$ cat config.mk
export PLATFORM = sky130hd
export DESIGN_NAME = uei_lerp_pipe_flat
export DESIGN_NICKNAME = d
export VERILOG_FILES = /design/src/rtl/uei_pkg.sv /design/src/rtl/uei_out_if.sv /design/src/rtl/uei_lerp_pipe.sv /design/src/flat_wrapper.sv
export VERILOG_INCLUDE_DIRS = /design/src /design/src/rtl
export SDC_FILE = /design/constraint.sdc
export NUM_CORES = 2
export LEC_CHECK = 0
export BUFFER_PORTS_ARGS = -buffer_cell sky130_fd_sc_hd__buf_2
export CAP_MARGIN = 20
export CORE_AREA = 2 2 297 299
export CTS_CLUSTER_SIZE = 40
export DETAILED_ROUTE_END_ITERATION = 16
export DIE_AREA = 0 0 299 301
export PLACE_DENSITY = 0.77
export SYNTH_ARGS = -nofsm -noshare
export SYNTH_HDL_FRONTEND = slang
export SYNTH_SLANG_ARGS = --single-unit
$ cat constraint.sdc
create_clock -name clk -period 18.1 [get_ports clk]
set_input_delay 3.62 -clock clk [delete_from_list [all_inputs] [get_ports clk]]
set_output_delay 3.62 -clock clk [all_outputs]
set_load 0.005 [all_outputs]
$ cat src/rtl/uniform_envelope_interpolator_defines.svh
`ifndef UNIFORM_ENVELOPE_INTERPOLATOR_DEFINES_SVH
`define UNIFORM_ENVELOPE_INTERPOLATOR_DEFINES_SVH

// Same-cycle check on clk, off while rst_n is low.
`define UEI_ASSERT_IMPLIES(label, ante, cons) \
  label: assert property (@(posedge clk) disable iff (!rst_n) (ante) |-> (cons)) \
    else $error("uei assertion failed");

// Next-cycle check on clk, off while rst_n is low.
`define UEI_ASSERT_NEXT(label, ante, cons) \
  label: assert property (@(posedge clk) disable iff (!rst_n) (ante) |=> (cons)) \
    else $error("uei assertion failed");

`endif

$ cat src/rtl/uei_pkg.sv
package uei_pkg;

  localparam int SEG_BITS    = 5;
  localparam int T_BITS      = 17;
  localparam int FRAC_BITS   = 16;
  localparam int IDX_BITS    = 6;
  localparam int PROD_T_BITS = T_BITS + SEG_BITS;
  localparam int PADDR_BITS  = 3;
  localparam int PDATA_BITS  = 32;

  localparam logic [T_BITS-1:0] ONE_Q16 = 17'h10000;

  localparam logic CMD_WRITE = 1'b0;
  localparam logic CMD_EVAL  = 1'b1;

  localparam logic [PADDR_BITS-1:0] ADDR_SEGMENT_COUNT = 3'd0;

  typedef struct packed {
    logic [FRAC_BITS-1:0] frac;
    logic                 err;
  } uei_meta_t;

endpackage

$ cat src/rtl/uei_out_if.sv
interface uei_out_if #(
  parameter int VALUE_BITS = 32
);
  logic                         valid;
  logic                         ready;
  logic signed [VALUE_BITS-1:0] lower_result;
  logic signed [VALUE_BITS-1:0] upper_result;
  logic                         out_of_range;

  modport source (
    output valid, lower_result, upper_result, out_of_range,
    input  ready
  );

  modport sink (
    input  valid, lower_result, upper_result, out_of_range,
    output ready
  );
endinterface

$ cat src/rtl/uei_lerp_pipe.sv
`include "uniform_envelope_interpolator_defines.svh"

module uei_lerp_pipe #(
  parameter int VALUE_BITS = 32
) (
  input  logic                    clk,
  input  logic                    rst_n,
  input  logic                    s1_valid,
  input  uei_pkg::uei_meta_t      s1_meta,
  input  logic [2*VALUE_BITS-1:0] rd_a,
  input  logic [2*VALUE_BITS-1:0] rd_b,
  output logic                    go1,
  uei_out_if.source               out_ch
);
  import uei_pkg::*;

  localparam int VB = VALUE_BITS;
  localparam int DW = VB + 1;
  localparam int PW = DW + FRAC_BITS + 1;

  logic      v2_r, v3_r, v4_r;
  logic      go2, go3, go4;
  uei_meta_t s2_meta_r, s3_meta_r;
  logic      err4_r;

  logic signed [VB-1:0] a2_r [2];
  logic signed [DW-1:0] diff2_r [2];
  logic signed [VB-1:0] a3_r [2];
  logic signed [PW-1:0] prod3_r [2];
  logic signed [VB-1:0] res_r [2];

  // a stage takes new data when empty or when it drains this cycle
  assign go4 = !v4_r || out_ch.ready;
  assign go3 = !v3_r || go4;
  assign go2 = !v2_r || go3;
  assign go1 = !s1_valid || go2;

  always_ff @(posedge clk) begin
    if (!rst_n) begin
      v2_r <= 1'b0;
      v3_r <= 1'b0;
      v4_r <= 1'b0;
    end else begin
      if (go2) v2_r <= s1_valid;
      if (go3) v3_r <= v2_r;
      if (go4) v4_r <= v3_r;
    end
  end

  always_ff @(posedge clk) begin
    if (go2) s2_meta_r <= s1_meta;
    if (go3) s3_meta_r <= s2_meta_r;
    if (go4) err4_r    <= s3_meta_r.err;
  end

  // lane 0 is the lower envelope (upper half of the ram word), lane 1 the upper
  for (genvar ln = 0; ln < 2; ln++) begin : g_lane
    logic signed [VB-1:0]        a_word;
    logic signed [VB-1:0]        b_word;
    logic signed [DW-1:0]        diff_nxt;
    logic signed [FRAC_BITS:0]   frac_s;
    logic signed [PW-1:0]        prod_nxt;
    logic signed [VB-1:0]        res_nxt;

    assign a_word   = rd_a[(2-ln)*VB-1 -: VB];
    assign b_word   = rd_b[(2-ln)*VB-1 -: VB];
    assign diff_nxt = {b_word[VB-1], b_word} - {a_word[VB-1], a_word};
    assign frac_s   = $signed({1'b0, s2_meta_r.frac});
    assign prod_nxt = diff2_r[ln] * frac_s;
    // floor of diff*f/2^16 is an arithmetic shift; wraps into VB bits
    assign res_nxt  = s3_meta_r.err ? '0 : a3_r[ln] + prod3_r[ln][VB+FRAC_BITS-1:FRAC_BITS];

    always_ff @(posedge clk) begin
      if (go2) begin
        a2_r[ln]    <= a_word;
        diff2_r[ln] <= diff_nxt;
      end
      if (go3) begin
        a3_r[ln]    <= a2_r[ln];
        prod3_r[ln] <= prod_nxt;
      end
      if (go4) begin
        res_r[ln]   <= res_nxt;
      end
    end
  end

  assign out_ch.valid        = v4_r;
  assign out_ch.lower_result = res_r[0];
  assign out_ch.upper_result = res_r[1];
  assign out_ch.out_of_range = err4_r;

  `UEI_ASSERT_IMPLIES(a_err_zero, out_ch.valid && out_ch.out_of_range, out_ch.lower_result == '0 && out_ch.upper_result == '0)
  `UEI_ASSERT_NEXT(a_s3_hold, v3_r && !go3, v3_r && $stable(s3_meta_r))
  `UEI_ASSERT_IMPLIES(a_full_stall, !go1, s1_valid && v2_r && v3_r && v4_r)

endmodule

$ cat src/flat_wrapper.sv
// flat-port wrapper written by rule: the top's interface ports become plain ports
module uei_lerp_pipe_flat import uei_pkg::*;
#(
  parameter int VALUE_BITS = 32
)
  (clk, rst_n, s1_valid, s1_meta, rd_a, rd_b, go1, out_ch_valid, out_ch_lower_result, out_ch_upper_result, out_ch_out_of_range, out_ch_ready);
  uei_out_if #(.VALUE_BITS(VALUE_BITS)) out_ch_i ();
  input  logic clk;
  input  logic rst_n;
  input  logic s1_valid;
  input  uei_pkg::uei_meta_t s1_meta;
  input  logic [2*VALUE_BITS-1:0] rd_a;
  input  logic [2*VALUE_BITS-1:0] rd_b;
  output logic go1;
  output wire logic [$bits(out_ch_i.valid)-1:0] out_ch_valid;
  output wire logic [$bits(out_ch_i.lower_result)-1:0] out_ch_lower_result;
  output wire logic [$bits(out_ch_i.upper_result)-1:0] out_ch_upper_result;
  output wire logic [$bits(out_ch_i.out_of_range)-1:0] out_ch_out_of_range;
  input wire logic [$bits(out_ch_i.ready)-1:0] out_ch_ready;
  assign out_ch_valid = out_ch_i.valid;
  assign out_ch_lower_result = out_ch_i.lower_result;
  assign out_ch_upper_result = out_ch_i.upper_result;
  assign out_ch_out_of_range = out_ch_i.out_of_range;
  assign out_ch_i.ready = out_ch_ready;
  uei_lerp_pipe #(.VALUE_BITS(VALUE_BITS)) u_core (.clk(clk), .rst_n(rst_n), .s1_valid(s1_valid), .s1_meta(s1_meta), .rd_a(rd_a), .rd_b(rd_b), .go1(go1), .out_ch(out_ch_i));
endmodule
==> metrics.txt <==
worst reg-to-reg path cell count=25; via count=around 36000; Starting Density=59.6%; Final Max Tran Viols=0; Mapped Area=51600 sq um; Post-route DRC=0; synthesis-to-finish area growth=6.24%; startpoint types=input port; Compound-Gate Fraction of Synth Area=under 10%; RSZ-0062 raised after global routing=no; crit path capture=go1; HP Class=flop to flop; Crit path top cell by count=buf_2; syn_nets=between 6000 and 7000; CP Depth=4; Critical Path Max Stage Delay=500 ps; Syn Inst Count=5202; routability cong.=0.888; critical path class=input port to output port; yosys warns=0; Hold Vio Cnt, Final=0; # resized after CTS=0; # Post-CTS Setup Buffers=0; DRT Pass-1 Iters=5; Die X=299 um; H-tree depth=2; status=completed; GRT Resource Usage Total=between 20% and 30%; CTS clk-pin slew, worst paths=~60 ps; worst skew pair latency=roughly 580 ps; dpl hpwl=about 87000 um; Rel. slew slack=31.4%; Post-synth EDFFs=roughly 340; count of cell types in the netlist=80; layout cells sized above 1=between 6 and 7%; WP data arrival=roughly 4500 ps; Final Skew=about 32 ps; vias per cell=5.51; die height=about 300 um; antenna viol nets, final=0; # setup viols final=0; core footprint=slightly below 90000 sq um; Reg-to-Reg End=u_core.prod3_r[0][94]$_DFFE_PP_; Tmin final=slightly above 8000 ps; TritonCTS clock tree=yes; CP cell instances=buf_2, nor2b_1, nand4_1, buf_2; CP top delay family=simple AND/OR/NAND/NOR gates; Fmax=about 0.12 GHz; WL final=roughly 120000 um; CTS Buf Count=39; Rows=about 110; post-synthesis adder-cell area fraction=46.6%; Seq/Total Area, Yosys=20.0%; top-level port count=216; Syn Area/Cell=approximately 9.9 sq um; clk root buf=clkbuf_16; first-pass GRT wire length=196000 um; total global routing overflow=0; launch point of the worst reg-to-reg path=u_core.g_lane[0].frac_s[8]$_DFFE_PP_; PortBufs=roughly 220; period utilisation layout=45.1%; xor/xnor share of the synthesized area=approximately 3.2%; FFs w/ async S/R, synth=0%; Simple-Gate Fraction of Synth Area=between 10% and 20%; CP Capture Type=output port; Nets=between 6000 and 7000; reg2reg setup slack=10270 ps; vias in the first global route=a little under 40000; worst-margin pin slew=around 1000 ps; top_reg_cell synth=edfxtp_1; Buf/Inv on CP=2; initial antenna violation count=4; Yosys reg bits=about 340; Die Area=about 90000 sq um; CTS sink cnt=344; drt wl/cell=approximately 18 um; combinational family with the most area after synthesis=adder cells; Sum Neg Setup Slack=0 ps; Crit-path slowest cell=nor2b_1; CTS Buffer Depth=3; max cap viols=0; crit-path max FO=6; CP Data Required Time=about 14000 ps; initial DRC count=roughly 2200; hold-fix buffers at CTS=0; post-synthesis mux area share=0.0194%; pin count of the biggest net entering global routing=68; Worst setup startpoint=out_ch_ready
synthesized netlist by cell type, types with 5 or more instances:
| cell | number | share of area (%) |
|---|---|---|
| inv_1 | 1218 | 8.9 |
| fa_1 | 982 | 38 |
| nand2_1 | 672 | 4.9 |
| and2_1 | 459 | 5.6 |
| ha_1 | 350 | 8.5 |
| edfxtp_1 | 341 | 20 |
| clkbuf_1 | 191 | 1.4 |
| a21oi_1 | 132 | 1.3 |
| xnor2_1 | 123 | 2.1 |
| nor2_1 | 113 | 0.82 |
| a21o_1 | 72 | 1.0 |
| o21ai_0 | 70 | 0.68 |
| xor2_1 | 63 | 1.1 |
| nand3_1 | 43 | 0.42 |
| o21a_1 | 36 | 0.52 |
| nor2b_1 | 27 | 0.33 |
| nor3_1 | 25 | 0.24 |
| and3_1 | 24 | 0.29 |
| nand2b_1 | 21 | 0.25 |
| o21bai_1 | 21 | 0.31 |
| a211oi_1 | 19 | 0.28 |
| o211ai_1 | 19 | 0.28 |
| a31oi_1 | 18 | 0.22 |
| nand4_1 | 16 | 0.19 |
| or3_1 | 16 | 0.19 |
| a211o_1 | 10 | 0.17 |
| o21ai_1 | 10 | 0.097 |
| o31a_1 | 8 | 0.14 |
| a2111oi_0 | 6 | 0.10 |
| nor3b_1 | 6 | 0.087 |
| a221oi_1 | 5 | 0.085 |
| and4_1 | 5 | 0.085 |
| nor4b_1 | 5 | 0.085 |
| o221ai_1 | 5 | 0.085 |
worst reg2reg max path, stage by stage, from the launching register on:
cell and delay, ps:
edfxtp_1 320, buf_4 410, buf_4 520, nand2_1 180
fa_1 590, inv_1 70, fa_1 510, inv_1 60
fa_1 530, inv_1 50, fa_1 450, fa_1 490
inv_1 50, fa_1 470, inv_1 50, ha_1 300
nand4_1 90, a211oi_1 250, o41ai_1 140, o2111ai_1 250
nand3_1 220, a21oi_1 570, a21oi_1 250, o21ba_2 290
o31a_1 310, xnor2_1 130
metal layers:
metal	routed length, um	share of wire, %	GRT usage, %
met1	46500	40	35.9
met2	59300	51	47.7
met3	7520	6.4	3.41
met4	3900	3.3	9.00
met5	25	0.021	0
layout make-up:
type                       count  area [sq um]
clock buffer                  47          1050
timing repair buffer         244          1290
tap                         1155          1450
clock inverter                16           138
fill                        7056         31700
antenna                        1          2.50
multi-input combinational   3447         36000
sequential                   344         10300
inverter                    1218          4570
flip-flops by register name, summed over array words and instances, names as in the netlist:
name / flops
u_core.s3_meta_r: 1
u_core.diff2_r: 66
u_core.res_r: 64
u_core.a3_r: 64
u_core.a2_r: 64
u_core.s2_meta_r: 1
u_core.v2_r: 1
u_core.out_ch.out_of_range: 1
u_core.v3_r: 1
u_core.out_ch.valid: 1
u_core.prod3_r: 64
u_core.g_lane.frac_s: 16
logic make-up after synthesis:
group                      Yosys count
adders and majority gates         1332
AOI/OAI and AO/OA                  476
DFF                                344
buffers and inverters             1411
xor gates and xnor gates           186
muxes                                1
and+or+nand+nor                   1452
how the worst min path moves through the flow:
stage | slack, ps | cells past startpoint | endpoint | startpoint
after floorplan | 400 | 0 | u_core.a3_r[0][0]$_DFFE_PP_ | u_core.a2_r[0][0]$_DFFE_PP_
after global placement | 400 | 0 | u_core.a3_r[0][8]$_DFFE_PP_ | u_core.a2_r[0][8]$_DFFE_PP_
after detailed placement | 400 | 0 | u_core.a3_r[0][10]$_DFFE_PP_ | u_core.a2_r[0][10]$_DFFE_PP_
after CTS | 410 | 0 | u_core.a3_r[0][10]$_DFFE_PP_ | u_core.a2_r[0][10]$_DFFE_PP_
after global routing | 420 | 0 | u_core.a3_r[0][22]$_DFFE_PP_ | u_core.a2_r[0][22]$_DFFE_PP_
final | 410 | 0 | u_core.a3_r[0][10]$_DFFE_PP_ | u_core.a2_r[0][10]$_DFFE_PP_
cells in the final DEF (no fill, tap or decap), types with 21 or more instances in the layout:
| cell | synthesis | final |
|---|---|---|
| inv_1 | 1218 | 1217 |
| fa_1 | 982 | 982 |
| nand2_1 | 672 | 671 |
| and2_1 | 459 | 459 |
| ha_1 | 350 | 350 |
| edfxtp_1 | 341 | 341 |
| buf_2 | 0 | 215 |
| a21oi_1 | 132 | 132 |
| xnor2_1 | 123 | 123 |
| nor2_1 | 113 | 113 |
| a21o_1 | 72 | 72 |
| o21ai_0 | 70 | 70 |
| xor2_1 | 63 | 63 |
| nand3_1 | 43 | 42 |
| clkbuf_16 | 0 | 41 |
| o21a_1 | 36 | 36 |
| buf_4 | 0 | 29 |
| nor2b_1 | 27 | 27 |
| nor3_1 | 25 | 25 |
| and3_1 | 24 | 24 |
| o21bai_1 | 21 | 21 |
| nand2b_1 | 21 | 21 |
stage by stage:
stage / instances / hold slack (ps) / util, % / instance area (sq um) / setup WS (ps)
final: 6472 / 414 / 63.4 / 54800 / 9940
after global routing: 6471 / 422 / 63.4 / 54800 / 9860
after CTS: 6471 / 413 / 63.4 / 54800 / 9940
after detailed placement: 6408 / 405 / 62.0 / 53600 / 9940
after global placement: 6408 / 401 / 62.0 / 53600 / 9970
after floorplan: 5202 / 400 / - / 51600 / 9290
Power is not shown: default switching activity piles up to over one toggle a cycle in this logic, so the estimate is an artifact.
