$ cat src/rtl/uniform_envelope_interpolator_defines.svh
`ifndef UNIFORM_ENVELOPE_INTERPOLATOR_DEFINES_SVH
`define UNIFORM_ENVELOPE_INTERPOLATOR_DEFINES_SVH

// Same-cycle check on clk, off while rst_n is low.
`define UEI_ASSERT_IMPLIES(label, ante, cons) \
  label: assert property (@(posedge clk) disable iff (!rst_n) (ante) |-> (cons)) \
    else $error("uei assertion failed");

// Next-cycle check on clk, off while rst_n is low.
`define UEI_ASSERT_NEXT(label, ante, cons) \
  label: assert property (@(posedge clk) disable iff (!rst_n) (ante) |=> (cons)) \
    else $error("uei assertion failed");

`endif

$ cat src/rtl/uei_pkg.sv
package uei_pkg;

  localparam int SEG_BITS    = 5;
  localparam int T_BITS      = 17;
  localparam int FRAC_BITS   = 16;
  localparam int IDX_BITS    = 6;
  localparam int PROD_T_BITS = T_BITS + SEG_BITS;
  localparam int PADDR_BITS  = 3;
  localparam int PDATA_BITS  = 32;

  localparam logic [T_BITS-1:0] ONE_Q16 = 17'h10000;

  localparam logic CMD_WRITE = 1'b0;
  localparam logic CMD_EVAL  = 1'b1;

  localparam logic [PADDR_BITS-1:0] ADDR_SEGMENT_COUNT = 3'd0;

  typedef struct packed {
    logic [FRAC_BITS-1:0] frac;
    logic                 err;
  } uei_meta_t;

endpackage

$ cat src/rtl/uei_cfg.sv
module uei_cfg #(
  parameter int MAX_ENTRIES = 32
) (
  input  logic                           clk,
  input  logic                           rst_n,
  input  logic                           psel,
  input  logic                           penable,
  input  logic                           pwrite,
  input  logic [uei_pkg::PADDR_BITS-1:0] paddr,
  input  logic [uei_pkg::PDATA_BITS-1:0] pwdata,
  output logic [uei_pkg::PDATA_BITS-1:0] prdata,
  output logic                           pready,
  output logic [uei_pkg::SEG_BITS-1:0]   seg_count
);
  import uei_pkg::*;

  localparam int SEG_MAX  = (1 << SEG_BITS) - 1;
  localparam int SEG_TOP  = (MAX_ENTRIES - 1 < SEG_MAX) ? MAX_ENTRIES - 1 : SEG_MAX;

  logic [SEG_BITS-1:0] seg_raw_r;
  logic [SEG_BITS-1:0] seg_eff_r;
  logic [SEG_BITS-1:0] seg_eff_nxt;
  logic [SEG_BITS-1:0] wr_seg;
  logic                sel_seg;
  logic                wr_en;

  assign pready  = 1'b1;
  assign sel_seg = paddr[PADDR_BITS-1:2] == ADDR_SEGMENT_COUNT[PADDR_BITS-1:2];
  assign wr_en   = psel && penable && pwrite && sel_seg;
  assign wr_seg  = pwdata[SEG_BITS-1:0];

  // zero acts as one segment; clamp to what the table holds
  always_comb begin
    seg_eff_nxt = wr_seg;
    if (wr_seg == '0) begin
      seg_eff_nxt = SEG_BITS'(1);
    end
    if (int'(seg_eff_nxt) > SEG_TOP) begin
      seg_eff_nxt = SEG_BITS'(SEG_TOP);
    end
  end

  always_ff @(posedge clk) begin
    if (!rst_n) begin
      seg_raw_r <= SEG_BITS'(1);
      seg_eff_r <= SEG_BITS'(1);
    end else if (wr_en) begin
      seg_raw_r <= wr_seg;
      seg_eff_r <= seg_eff_nxt;
    end
  end

  assign prdata    = sel_seg ? PDATA_BITS'(seg_raw_r) : '0;
  assign seg_count = seg_eff_r;

endmodule

$ cat config.mk
export PLATFORM = sky130hd
export DESIGN_NAME = uei_cfg
export DESIGN_NICKNAME = d
export VERILOG_FILES = /design/src/rtl/uniform_envelope_interpolator_defines.svh /design/src/rtl/uei_pkg.sv /design/src/rtl/uei_cfg.sv
export SDC_FILE = /design/constraint.sdc
export NUM_CORES = 1
export LEC_CHECK = 0
export BUFFER_PORTS_ARGS = -buffer_cell sky130_fd_sc_hd__buf_4
export CELL_PAD_IN_SITES_DETAIL_PLACEMENT = 1
export CELL_PAD_IN_SITES_GLOBAL_PLACEMENT = 1
export CORE_UTILIZATION = 21
export DETAILED_ROUTE_END_ITERATION = 10
export PLACE_DENSITY_LB_ADDON = 0.1
export SETUP_SLACK_MARGIN = 0.05
export SYNTH_ARGS = -nofsm -noshare
export SYNTH_HDL_FRONTEND = slang
export SYNTH_SLANG_ARGS = --single-unit
$ cat constraint.sdc
create_clock -name clk -period 0.85 [get_ports clk]
set_input_delay 0.1275 -clock clk [delete_from_list [all_inputs] [get_ports clk]]
set_output_delay 0.1275 -clock clk [all_outputs]
set_load 0.01 [all_outputs]
==> impl_results.md, run 1 <==
- Routed vias: a little over 500
- Cell at the root of the clock tree: clkbuf_4
- Power per standard cell area: ~1100 nW/um^2
- Total Routed Length: 1341 um
- Comb pwr share: ~20%
- Relative contribution of sequential cells to total power: between 40% and 50%
- Number of DRC markers in iteration 0: 8
- Clock-pin slew reported for the worst setup and hold paths after clock tree synthesis: 60 ps
- Antenna violations before repair: 0
- Die height: 58.83 um
- Starting utilization of the core area: between 20% and 30%
- Total net switching power: 285.9 uW
- Cts hold-fix bufs: 0
- First drt pass iteration count: 4
- Max-slew violation count: 0
- Endpoint type of the worst setup path: output pin
- FMAX: slightly below 1000 MHz
- Final worst clock skew: 0 ps
- Core region area: between 3000 and 4000 sq um
- Worst Reg-to-Reg Cells: 3
- Sequential share of the synthesized area: a little under 30%
- Synth Instances: 75
- Clock tree sinks: 10
- Count of warnings emitted by yosys: 0
- Violated checks: setup timing
- Clock Power Share: roughly a third
- Leakage: roughly 0.43 nW
- GRT Overall Usage: 7.958%
- Hpwl dp: between 1000 and 1500 um
- Post-Synth Adder-Cell Area: 0%
- Share of the cycle needed by the critical path after routing: 119.6%
- Cell total after placement: between 100 and 150
- Wire length of the first global-routing pass: roughly 1900 um
- Count of different cell masters after synthesis: 15
- Sum of internal, switching and leakage power: approximately 1.0 mW
- Final #Nets: ~140
- Max-capacitance violation count: 0
- Xor/xnor share of the synthesized area: 0%
- FP Rows: 20
- Result of the run: finished, violations left
- Buffer levels on the longest clock path: 2
- TritonCTS Buffers: 3
- Path category of the worst min-delay check: input pin to flip-flop
- Final Worst Setup Slack: -166.2 ps
- Share of the synthesized area in compound gates (AO/OA/AOI/OAI): between 10% and 20%
- Slowest stage delay, CP: ~320 ps
- Final count of hold timing violations: 0
- DIE AREA: approximately 3500 sq um
- Clk Latency, worst-skew pair: between 200 and 300 ps
- Arrival time of data at the critical path endpoint: about 890 ps
- Number of global-route vias before repair: 414
- Top library cells by usage in the layout, fill and taps aside: conb_1, buf_4, nand2_1, buf_6, dfxtp_2
- Cell breakdown of the critical path: and2b_2 > buf_6
- Worst IR Drop VDD: between 0.3 and 0.4 mV
- Minimum period implied by the final worst setup slack: about 1000 ps
- Die Wd: about 59 um
- Final-report setup violation count: 5
- Routed length per placed instance: 9.185 um
- Via count normalized by instance count: ~3.5
- Aggregate global routing overflow: 0
- Simple-gate share of the synthesized area: about 23%
- Proportion of layout cells with a drive suffix above 1: 56.86%
- Startpoint Class: flip-flop
- Area after DPL: slightly above 800 sq um
- Antenna diodes: 0
- Maximum number of pins on one net before global-route repair: 11
- Count of port buffers added during placement: 20
- #FFs+latches synth: 10
- Worst Path Required: 720 ps
- Portion of netlist area occupied by mux cells: 0%
- Remaining antenna violation count: 0
- Internal power summed over all cells: about 740 uW
- Final RePlAce weighted congestion: ~0.65
- Post-route DRC: 0
- Area of all placed cells without fillers: roughly 910 sq um
- Switching Fraction: between 20% and 30%
- Clock tree from TritonCTS: done
- CP Max Fanout: 2
- Main combinational cell family by area after synthesis: buffers and inverters
- Mean cell area of the mapped netlist: about 9.0 sq um
- RSZ-0062 raised after global routing: true
- Number of H-tree branching levels: 1
- Type of the worst setup path: flip-flop to output pin
- Worst Hold Path Cells: 3
- Area overhead of the layout relative to synthesis: 33.95%
- Critical path's slowest cell: dfxtp_2
- Boundary pin count: between 70 and 80
- Cell Area, Synth: slightly below 700 sq um
- Most common library cell in the layout ignoring fill and taps: conb_1
- Number of standard cells in the final layout excluding fillers: about 150
## what timing repair did
| action | in CTS | in global routing |
|---|---|---|
| buffers inserted | 0 | 2 |
| endpoints found under the setup margin | 10 | 10 |
| gates resized for setup | 22 | 0 |
## critical path: cells and delay by family, from the launching register on
kind / cells / cell delay, ps
DFF: 1 / 320
buffers and inverters: 1 / 120
and+or+nand+nor: 1 / 190
## cell usage after synthesis
| cell | count | area [sq um] |
|---|---|---|
| nor4_1 | 1 | 6.260 |
| o21ai_1 | 1 | 5.000 |
| nand2_1 | 10 | 37.54 |
| and4b_1 | 1 | 10.01 |
| buf_4 | 29 | 217.7 |
| dfxtp_1 | 10 | 200.2 |
| nor3_1 | 1 | 5.000 |
| and2b_2 | 4 | 35.03 |
| conb_1 | 2 | 7.510 |
| nor2_1 | 1 | 3.750 |
| nand4b_4 | 1 | 23.77 |
| a21boi_2 | 8 | 90.09 |
| nand3_1 | 1 | 5.000 |
| nand2_2 | 4 | 25.02 |
| nor2b_1 | 1 | 6.260 |
## sequential cells by signal, indices dropped and copies added, names as in the netlist
register and count:
seg_raw_r 5, seg_count 5
## routing by layer
layer	routed length (um)	vias to the layer above	GRT usage, %
met4	51	0	7.143
li1	-	240	-
met5	0	-	0
met2	676	27	12.50
met1	531	234	8.713
met3	82	4	2.198
## cell type report
class | instances | area [sq um]
Fill cell | 387 | 2145
Multi-Input combinational cell | 62 | 365.4
Timing Repair Buffer | 27 | 252.7
Sequential cell | 10 | 212.7
Tap cell | 44 | 55.05
Clock buffer | 3 | 22.52
## power groups by stage
stage	sequential (mW)	combinational, mW	clock, mW
floorplan	0.496	0.196	0
global placement	0.494	0.194	0
detailed placement	0.495	0.194	0
CTS	0.487	0.204	0.339
global route	0.488	0.226	0.369
finish	0.487	0.207	0.329
## cells by family (layout without fill, tap and decap cells)
family | Yosys count | count (layout)
buf+inv | 29 | 30
simple gates | 25 | 25
flops | 10 | 10
compound gates | 9 | 9
other cells | 2 | 28
## per-stage QoR
stage	setup TNS, ps	hold WS, ps	setup slack (ps)	util, %
2_1_floorplan	0	199.3	140.6	-
3_3_place_gp	-592.0	354.5	-73.91	26.64
3_5_place_dp	-568.6	362.3	-71.71	26.64
4_1_cts	-794.8	83.77	-178.5	29.26
5_1_grt	-942.9	87.50	-197.4	29.75
6_report	-746.9	84.55	-166.2	29.75
## final timing paths
kind,slack [ps],startpoint,end
setup reg to reg,190,seg_count[3],seg_count[3]
hold / removal,80,pwdata[0],seg_raw_r[0]
setup / recovery,-170,seg_raw_r[1],prdata[1]
hold reg to reg,450,seg_raw_r[0],seg_raw_r[0]
No activity file was read; power rests on OpenSTA's default activity.
==> inputs of run 2 (changes only) <==
--- a/config.mk
+++ b/config.mk
@@ -10,6 +10,7 @@
 export CELL_PAD_IN_SITES_GLOBAL_PLACEMENT = 1
 export CORE_UTILIZATION = 21
 export DETAILED_ROUTE_END_ITERATION = 10
+export GPL_TIMING_DRIVEN = 0
 export PLACE_DENSITY_LB_ADDON = 0.1
 export SETUP_SLACK_MARGIN = 0.05
 export SYNTH_ARGS = -nofsm -noshare
==> run 2 against run 1 <==
The flow still finishes with violations (setup timing). First-iteration DRC count is 13% lower. Sequential share of layout area is 3.4 points lower. Hold slack better by 3.7 ps. Count of clock-buffer cells in the layout stayed put. Fmax is 0.35% higher. Power is 7.7% higher. Largest cell class is now buffers. Combinational power is 39% higher. Largest power group unchanged. Core utilization is 5.0 points higher. Die area stayed put. Highest routed layer unchanged. Wire length is 1.6% higher.
==> impl_results.md, run 2 (same netlist as run 1, synthesis figures left out) <==
- Result of the run: finished, violations left
- Violated checks: setup timing
- Path category of the worst min-delay check: input pin to flip-flop
- Boundary pin count: 78
- Number of global-route vias before repair: 471
- Hold path startpoint: pwdata[0]
- Antenna diodes: 0
- Global routing usage on met1: 8.614%
- Maximum number of pins on one net before global-route repair: 11
- Endpoint, Worst Hold: seg_raw_r[0]
- Core region area: between 3000 and 4000 sq um
- Buffer levels on the longest clock path: 2
- Global routing usage on met2: between 10% and 20%
- Switching Fraction: 26.86%
- First drt pass iteration count: 3
- Capturing point of the worst reg2reg path: seg_count[1]
- Max-capacitance violation count: 0
- Number of standard cells in the final layout excluding fillers: around 170
- Die height: between 50 and 60 um
- Setup TNS: -735.8 ps
- Die Wd: around 59 um
- Aggregate global routing overflow: 0
- TritonCTS Buffers: 3
- Comb pwr share: 26.1%
- Post-CTS Repair Setup Buffers: 0
- Final RePlAce weighted congestion: 0.6905
- GRT Overall Usage: 7.830%
- Count of port buffers added during placement: 20
- Area overhead of the layout relative to synthesis: 56.46%
- Clock Power Share: 29.7%
- Clock-pin slew reported for the worst setup and hold paths after clock tree synthesis: roughly 70 ps
- Worst Path Required: 720 ps
- Area after DPL: between 900 and 1000 sq um
- Worst Hold Path Cells: 3
- Wire length of the first global-routing pass: between 1500 and 2000 um
- Final #Nets: about 170
- Minimum period implied by the final worst setup slack: about 1000 ps
- Final count of hold timing violations: 0
- Type of the worst setup path: flip-flop to output pin
- Startpoint Class: flip-flop
- Routing layer with the top usage in global route: met2
- FP Rows: 20
- Final-report setup violation count: 5
- Global routing usage on met3: between 1 and 1.5%
- Share of the cycle needed by the critical path after routing: 119.1%
- Cell at the root of the clock tree: clkbuf_4
- Leakage: roughly 0.54 nW
- Routed vias: approximately 540
- Post-route DRC: 0
- Hpwl dp: around 1100 um
- Arrival time of data at the critical path endpoint: just under 900 ps
- Total Routed Length: around 1400 um
- Area of all placed cells without fillers: roughly 1100 sq um
- Proportion of layout cells with a drive suffix above 1: 64.52%
- Clk Latency, worst-skew pair: 270 ps
- Routed length per placed instance: between 8 and 9 um
- Hold Slack: approximately 88 ps
- Cell total after placement: around 170
- CP Max Fanout: 2
- FMAX: slightly below 1000 MHz
- Number of DRC markers in iteration 0: 7
- Register-to-Register Setup Slack: roughly 250 ps
- Via count normalized by instance count: around 3.2
- DIE AREA: 3460 sq um
- Number of H-tree branching levels: 1
- Relative contribution of sequential cells to total power: 44.2%
- Clock tree sinks: 10
- Cts hold-fix bufs: 0
- Worst Reg-to-Reg Cells: 2
- Max-slew violation count: 0
- Power per standard cell area: between 1000 and 1500 nW/um^2
- Endpoint type of the worst setup path: output pin
- Most common library cell in the layout ignoring fill and taps: buf_4
- Origin of the critical flop-to-flop path: seg_count[1]
- Total net switching power: a little under 300 uW
- Final worst clock skew: 0 ps
- Clock tree from TritonCTS: done
- Top library cells by usage in the layout, fill and taps aside: buf_4, conb_1, nand2_1, buf_6, dfxtp_2
- Final Worst Setup Slack: -162.6 ps
- Starting utilization of the core area: between 20 and 25%
- Remaining antenna violation count: 0
- Worst IR Drop VDD: between 0.3 and 0.4 mV
- Internal power summed over all cells: around 800 uW
- RSZ-0062 raised after global routing: true
- Antenna violations before repair: 0
## run 2: cell count changes in the layout (fill, tap and decap cells not counted), sizes merged
cell  before  now
buf       27   49
## run 2: worst max-delay path by stage
stage | start | endpoint | depth (start not counted)
after floorplan | paddr[2] | seg_count[1] | 4
after global placement | paddr[2] | seg_count[0] | 4
after detailed placement | paddr[2] | seg_count[0] | 4
after CTS | seg_raw_r[1] | prdata[1] | 2
after global routing | seg_raw_r[1] | prdata[1] | 2
final | seg_raw_r[2] | prdata[2] | 2
## run 2: routing by layer
metal  wire (um)  vias to the layer above  share of wire (%)
met5           0                        -                  0
met4          21                        0                1.5
met3         115                        2                8.4
met2         683                       27                 50
met1         541                      227                 40
li1            -                      281                  -
## run 2: cell type report
| class | count | area (sq um) |
|---|---|---|
| Tap cell | 44 | 55.05 |
| Sequential cell | 10 | 212.7 |
| Clock buffer | 3 | 22.52 |
| Multi-Input combinational cell | 62 | 365.4 |
| Timing Repair Buffer | 20 | 187.7 |
| Fill cell | 391 | 1992 |
| Buffer | 29 | 217.7 |
## run 2: power by group through the flow
stage | registers, mW | logic, mW | clock network (mW)
CTS | 0.487 | 0.284 | 0.338
detailed placement | 0.495 | 0.275 | 0
finish | 0.487 | 0.287 | 0.327
global route | 0.488 | 0.311 | 0.356
floorplan | 0.496 | 0.196 | 0
global placement | 0.494 | 0.273 | 0
## run 2: timing repair
item | in CTS | in global routing
resized for setup | 21 | 0
endpoints found under the setup margin | 10 | 10
pin swaps | 0 | 0
## run 2: per-stage QoR
step | power (mW) | worst slack [ps] | util [%]
6_report | 1.100 | -162.6 | 34.75
5_1_grt | 1.155 | -188.1 | 34.75
4_1_cts | 1.108 | -172.0 | 34.75
3_5_place_dp | 0.7695 | -151.2 | 32.13
3_3_place_gp | 0.7677 | -136.6 | 32.13
2_1_floorplan | 0.6921 | 140.6 | -
## run 2: worst max-delay path, cell delays in order (launching register included)
cell	delay, ps
dfxtp_2	320
and2b_2	190
buf_6	110
